## config.mk

```make
export PLATFORM = sky130hd
export DESIGN_NAME = slcfc_frame_track
export DESIGN_NICKNAME = d
export VERILOG_FILES = /design/src/sv/slcfc_pkg.sv /design/src/sv/slcfc_frame_track.sv
export SDC_FILE = /design/constraint.sdc
export NUM_CORES = 1
export LEC_CHECK = 0
export BUFFER_PORTS_ARGS = -buffer_cell sky130_fd_sc_hd__clkbuf_2
export CAP_MARGIN = 20
export CORE_MARGIN = 3
export CORE_UTILIZATION = 50
export DETAILED_ROUTE_END_ITERATION = 16
export PLACE_DENSITY_LB_ADDON = 0.12
export SKIP_CTS_REPAIR_TIMING = 1
export SYNTH_ARGS = -nofsm -noshare
export SYNTH_HDL_FRONTEND = slang
export SYNTH_SLANG_ARGS = --single-unit
```

## constraint.sdc

```tcl
create_clock -name clk -period 12.9 [get_ports clk]
set_input_delay 0.645 -clock clk [delete_from_list [all_inputs] [get_ports clk]]
set_output_delay 0.645 -clock clk [all_outputs]
set_load 0.02 [all_outputs]
```

## src/sv/slcfc_pkg.sv

```systemverilog
// ----------------------------------------------------------------------------
// slcfc_pkg
// shared types, constants and the byte-wide crc update for the frame checker
// ----------------------------------------------------------------------------
package slcfc_pkg;

    localparam int unsigned MIN_FRAME_BYTES = 10;

    localparam logic [7:0]  SYNC_FIRST   = 8'h55;
    localparam logic [7:0]  SYNC_SECOND  = 8'hAA;
    localparam logic [32:0] DATA_OFFSET  = 33'd8;
    localparam logic [32:0] COUNT_MAX    = {33{1'b1}};
    localparam logic [15:0] CRC_INIT     = 16'hFFFF;
    localparam logic [15:0] CRC_POLY     = 16'hA001;

    typedef enum logic [1:0] {
        PH_HUNT = 2'd0,
        PH_SEEN = 2'd1,
        PH_SYNC = 2'd2
    } phase_t;

    typedef enum logic [1:0] {
        ST_OK       = 2'd0,
        ST_SHORT    = 2'd1,
        ST_OVERRUN  = 2'd2,
        ST_MISMATCH = 2'd3
    } status_t;

    typedef struct packed {
        logic [7:0] rx_byte;
        logic       end_of_buffer;
    } item_t;

    typedef struct packed {
        status_t     check_status;
        logic [15:0] computed_crc;
        logic [15:0] received_crc;
        logic [31:0] frame_length_field;
    } result_t;

    function automatic logic [15:0] crc16_byte(input logic [15:0] crc_in,
                                               input logic [7:0]  data);
        logic [15:0] crc;
        crc = crc_in ^ {8'h00, data};
        for (int i = 0; i < 8; i++)
        begin
            if (crc[0])
            begin
                crc = (crc >> 1) ^ CRC_POLY;
            end
            else
            begin
                crc = crc >> 1;
            end
        end
        return crc;
    endfunction

endpackage

```

## src/sv/slcfc_frame_track.sv

```systemverilog
// ----------------------------------------------------------------------------
// slcfc_frame_track
// sync search, header length capture, crc update and end of buffer verdict
// ----------------------------------------------------------------------------
module slcfc_frame_track (
    input  logic                clk,
    input  logic                rst_n,
    input  logic                fire,
    input  slcfc_pkg::item_t    item,
    output slcfc_pkg::result_t result
);
    import slcfc_pkg::*;

    phase_t      phase_reg,  phase_next;
    logic [32:0] count_reg,  count_next;
    logic [31:0] length_reg, length_next;
    logic [15:0] crc_reg,    crc_next;
    logic [15:0] last2_reg,  last2_next;
    logic [32:0] need;

    always_comb
    begin
        phase_next  = phase_reg;
        count_next  = count_reg;
        length_next = length_reg;
        crc_next    = crc_reg;
        last2_next  = last2_reg;
        unique case (phase_reg)
            PH_SYNC:
            begin
                if (count_reg[32:3] == 30'd0 && count_reg[2])
                begin
                    length_next = length_reg |
                        ({24'd0, item.rx_byte} << {count_reg[1:0], 3'b000});
                end
                if (count_reg >= DATA_OFFSET &&
                    count_reg < DATA_OFFSET + {1'b0, length_reg})
                begin
                    crc_next = crc16_byte(crc_reg, item.rx_byte);
                end
                last2_next = {item.rx_byte, last2_reg[15:8]};
                if (count_reg != COUNT_MAX)
                begin
                    count_next = count_reg + 33'd1;
                end
            end
            PH_SEEN:
            begin
                if (item.rx_byte == SYNC_SECOND)
                begin
                    phase_next = PH_SYNC;
                    count_next = 33'd2;
                    last2_next = {SYNC_SECOND, SYNC_FIRST};
                end
                else if (item.rx_byte != SYNC_FIRST)
                begin
                    phase_next = PH_HUNT;
                end
            end
            default:
            begin
                phase_next = (item.rx_byte == SYNC_FIRST) ? PH_SEEN : PH_HUNT;
            end
        endcase
    end

    // verdict on the updated state
    assign need = DATA_OFFSET + {1'b0, length_next};

    always_comb
    begin
        result = '0;
        if (phase_next != PH_SYNC || count_next < 33'(MIN_FRAME_BYTES))
        begin
            result.check_status = ST_SHORT;
        end
        else
        begin
            result.received_crc       = last2_next;
            result.frame_length_field = length_next;
            if (need > count_next)
            begin
                result.check_status = ST_OVERRUN;
            end
            else
            begin
                result.computed_crc = crc_next;
                result.check_status = (crc_next == last2_next) ? ST_OK : ST_MISMATCH;
            end
        end
    end

    always_ff @(posedge clk or negedge rst_n)
    begin
        if (!rst_n)
        begin
            phase_reg  <= PH_HUNT;
            count_reg  <= '0;
            length_reg <= '0;
            crc_reg    <= CRC_INIT;
            last2_reg  <= '0;
        end
        else if (fire)
        begin
            if (item.end_of_buffer)
            begin
                phase_reg  <= PH_HUNT;
                count_reg  <= '0;
                length_reg <= '0;
                crc_reg    <= CRC_INIT;
                last2_reg  <= '0;
            end
            else
            begin
                phase_reg  <= phase_next;
                count_reg  <= count_next;
                length_reg <= length_next;
                crc_reg    <= crc_next;
                last2_reg  <= last2_next;
            end
        end
    end

endmodule

```

==> out/metrics.cfg <==
[synth]
synth_enable_flop_cells = 0
ys_ff_latch = 99
syn-cell-area_mm2 = 0.00948
postSynth.asyncResetShare_pct = 100
syn_area_per_cell_um2 = 7.76
synth-main-ff-cell = sky130_fd_sc_hd__dfrtp_1
post_synth_inst_count = 1221
synthesis.nets = 1304
synth.yosys.seq_area_share_pct = 26.4
post_synth_num_cell_types = 84
synth-warning-count = 0

[finish]
post_layout_nonfiller_instances = 1483
largest_register_ff_count = 33
most-common-layout-cells = sky130_fd_sc_hd__nor2_1, sky130_fd_sc_hd__a21oi_1, sky130_fd_sc_hd__dfrtp_1, sky130_fd_sc_hd__clkbuf_2, sky130_fd_sc_hd__ha_1
layout.filler_cells = 1765
post_route_cells_drive_above_1_share_pct = 13.6
post-route-cell-area_mm2 = 0.0103
ff_latch_area_mm2 = 0.00250
multi_input_area_mm2 = 0.00639
area_delta_synth_final_pct = 8.38
finish.net_count = 1332
antennaDiodeCount = 0
most_frequent_standard_cell_in_the_layout_excluding_fill_and_tap_cells = sky130_fd_sc_hd__nor2_1

[cts]
clockRootBuffer = sky130_fd_sc_hd__clkbuf_16
cts.htree.levels = 3
clk_pin_slew_ps = 80
clk-insertion-delay-late_ps = 370
max-clock-path-buffers = 2
number_of_clock_buffers_inserted_by_tritoncts = 9
clock_sinks = 99
tritoncts_clock_tree = yes

[timing]
fin_max_slew_vios = 0
slew_headroom_pct = 26.0
tns_ps = 0
max_clock_freq_mhz = 132
finalCritPeriodShare_pct = 58.5
post-route-worst-setup-slack_ps = 5350
rsz_0062_raised_after_global_routing = false
timing_worst_slew_pin_value_ps = 1110
skew_ps = 9.50
report.final.setup_viol = 0
min_period_ps = 7550
final-hold-violation-count = 0

[detailed_routing]
detail_route.wirelength_um = 34400
post_drt_wl_per_cell_um = 23.2
post-route-drc-count = 0
vias_per_cell = 6.70
dr_total_vias = 9930
drt_first_pass_iters = 5
routed_antenna_nets = 0
first_iter_violations = 1376

[setup_path]
worstSetupPathType = reg -> out
worst_setup_path_end_kind = output port
cp_data_arrival_time_ps = 6910
worstSetupStartpointType = flip-flop
rr_startpoint = length_reg[5]
worst_ep_required_time_ps = 12260
worst_setup_startpoint = count_reg[11]
path_max_fanout = 15

[floorplan]
die_x_extent_um = 144
ioPinCount = 78
effective_utilization_at_floorplan_pct = 51.9
floorplan.rows = 49
die_y_um = 144
coreArea_mm2 = 0.0183
floorplan.die_area_mm2 = 0.0206

[job]
drv.max_cap_violation_count = 0

[placement]
post-place-ws_ps = 5910
sum_of_net_half_perimeters_after_detailed_placement_um = 25400
place.gp.congestion = 1.01
port_buffers = 77
placed_cells = 1466
dpl_cell_area_mm2 = 0.00997

[power_and_ir_drop]
max-vdd-ir-drop_v = 0.0000641
total_leakage_power_nw = 4.23
power-per-cell-area_mw_per_mm2 = 62.3

[global_route]
overflow = 0
grt_use_total_pct = 33.4
first_global_vias = 9057
wire_length_of_the_first_global_routing_pass_um = 52900
largest_net_degree_at_the_start_of_global_routing = 75
initial_antenna_violation_count = 0

[outcome]
outcome = completed

[hold_path]
hp-class = in -> async

Yosys cell counts (6+ instances only):
cell type | count | area, µm²
sky130_fd_sc_hd__a31oi_1 | 28 | 175
sky130_fd_sc_hd__o22ai_1 | 53 | 332
sky130_fd_sc_hd__a22oi_1 | 10 | 75.1
sky130_fd_sc_hd__a21o_1 | 17 | 128
sky130_fd_sc_hd__dfstp_2 | 16 | 420
sky130_fd_sc_hd__nand2_1 | 69 | 259
sky130_fd_sc_hd__o21a_1 | 7 | 52.6
sky130_fd_sc_hd__a221oi_1 | 9 | 78.8
sky130_fd_sc_hd__nand2b_1 | 11 | 68.8
sky130_fd_sc_hd__buf_4 | 6 | 45.0
sky130_fd_sc_hd__xnor2_1 | 50 | 438
sky130_fd_sc_hd__a21oi_1 | 116 | 581
sky130_fd_sc_hd__nor2b_1 | 11 | 68.8
sky130_fd_sc_hd__ha_1 | 71 | 888
sky130_fd_sc_hd__o211ai_1 | 6 | 45.0
sky130_fd_sc_hd__and3_1 | 13 | 81.3
sky130_fd_sc_hd__inv_1 | 64 | 240
sky130_fd_sc_hd__o21ai_0 | 36 | 180
sky130_fd_sc_hd__dfrtp_1 | 83 | 2080
sky130_fd_sc_hd__and2_1 | 7 | 43.8
sky130_fd_sc_hd__buf_2 | 11 | 55.1
sky130_fd_sc_hd__clkbuf_1 | 58 | 218
sky130_fd_sc_hd__nor4bb_1 | 6 | 60.1
sky130_fd_sc_hd__nor4_1 | 25 | 156
sky130_fd_sc_hd__nor2_1 | 170 | 638
sky130_fd_sc_hd__nor4_2 | 7 | 87.6
sky130_fd_sc_hd__nand4_1 | 30 | 188
sky130_fd_sc_hd__xor2_1 | 41 | 359
sky130_fd_sc_hd__nor3_1 | 46 | 230
sky130_fd_sc_hd__nand3_1 | 37 | 185
worst max-delay path: stages (launching register included):
cell and delay, ps:
sky130_fd_sc_hd__dfrtp_1 440, sky130_fd_sc_hd__nor4_1 550, sky130_fd_sc_hd__nand4_2 310, sky130_fd_sc_hd__nor4_2 340, sky130_fd_sc_hd__buf_4 260, sky130_fd_sc_hd__and2_1 410, sky130_fd_sc_hd__a21o_1 220, sky130_fd_sc_hd__inv_1 80
sky130_fd_sc_hd__nor3_1 240, sky130_fd_sc_hd__nand2_1 160, sky130_fd_sc_hd__nor3_1 460, sky130_fd_sc_hd__and2_0 420, sky130_fd_sc_hd__nand2_1 110, sky130_fd_sc_hd__xor2_1 160, sky130_fd_sc_hd__ha_1 320, sky130_fd_sc_hd__a21o_1 110
sky130_fd_sc_hd__a21oi_1 60, sky130_fd_sc_hd__nor2b_1 100, sky130_fd_sc_hd__o21ai_0 80, sky130_fd_sc_hd__nand2b_1 80, sky130_fd_sc_hd__a21oi_1 60, sky130_fd_sc_hd__o21ai_0 260, sky130_fd_sc_hd__o32ai_1 130, sky130_fd_sc_hd__nor2_1 820
sky130_fd_sc_hd__o21bai_1 170, sky130_fd_sc_hd__clkbuf_2 200
cell type report:
class	count	area share (%)
timing repair buffer	99	5.51
clock inverter	7	0.585
clock buffer	9	2.19
sequential	99	24.3
inverter	65	2.38
multi-input combinational	975	62.2
tap	229	2.79
worst paths after layout:
check,endpoint,slack (ps),cells past startpoint
setup / recovery,result[64],5350,25
hold / removal,count_reg[20],250,1
setup reg to reg,crc_reg[3],7070,17
hold reg to reg,crc_reg[11],500,2
max in group asynchronous,length_reg[22],11410,2
min in group clk,crc_reg[11],500,2
metal layers:
layer / track usage (%) / wire length, µm
met5: 0 / 0
met4: 10.0 / 991
met3: 9.65 / 4250
met2: 47.7 / 14400
met1: 48.8 / 14700
report_power, final:
| group | leakage [nW] | internal [mW] | switching (mW) | total [mW] |
|---|---|---|---|---|
| clock network | 0.135 | 0.134 | 0.144 | 0.279 |
| logic | 2.77 | 0.0117 | 0.0394 | 0.0511 |
| registers | 1.33 | 0.310 | 0.000000659 | 0.310 |
| total | 4.23 | 0.456 | 0.184 | 0.640 |
kinds of logic (layout without fill, tap and decap cells):
family                   count (synthesis)  count (layout)  share of synthesized area [%]
AND/OR/NAND/NOR                        469             469                           25.5
AO/OA/AOI/OAI                          340             340                           23.5
multiplexers                             4               4                          0.436
buffers and inverters                  147             180                           6.38
flip-flops                              99              99                           26.4
XOR/XNOR                                91              91                           8.41
adder cells (fa/ha/maj)                 71              71                           9.37
metrics by stage:
step / total power [mW] / hold slack, ps / util (%)
global placement: 0.366 / 477 / 54.5
CTS: 0.639 / 274 / 56.1
floorplan: 0.345 / 349 / -
finish: 0.640 / 246 / 56.2
global route: 0.655 / 274 / 56.2
detailed placement: 0.366 / 487 / 54.5
(Power assumes the default switching activity.)
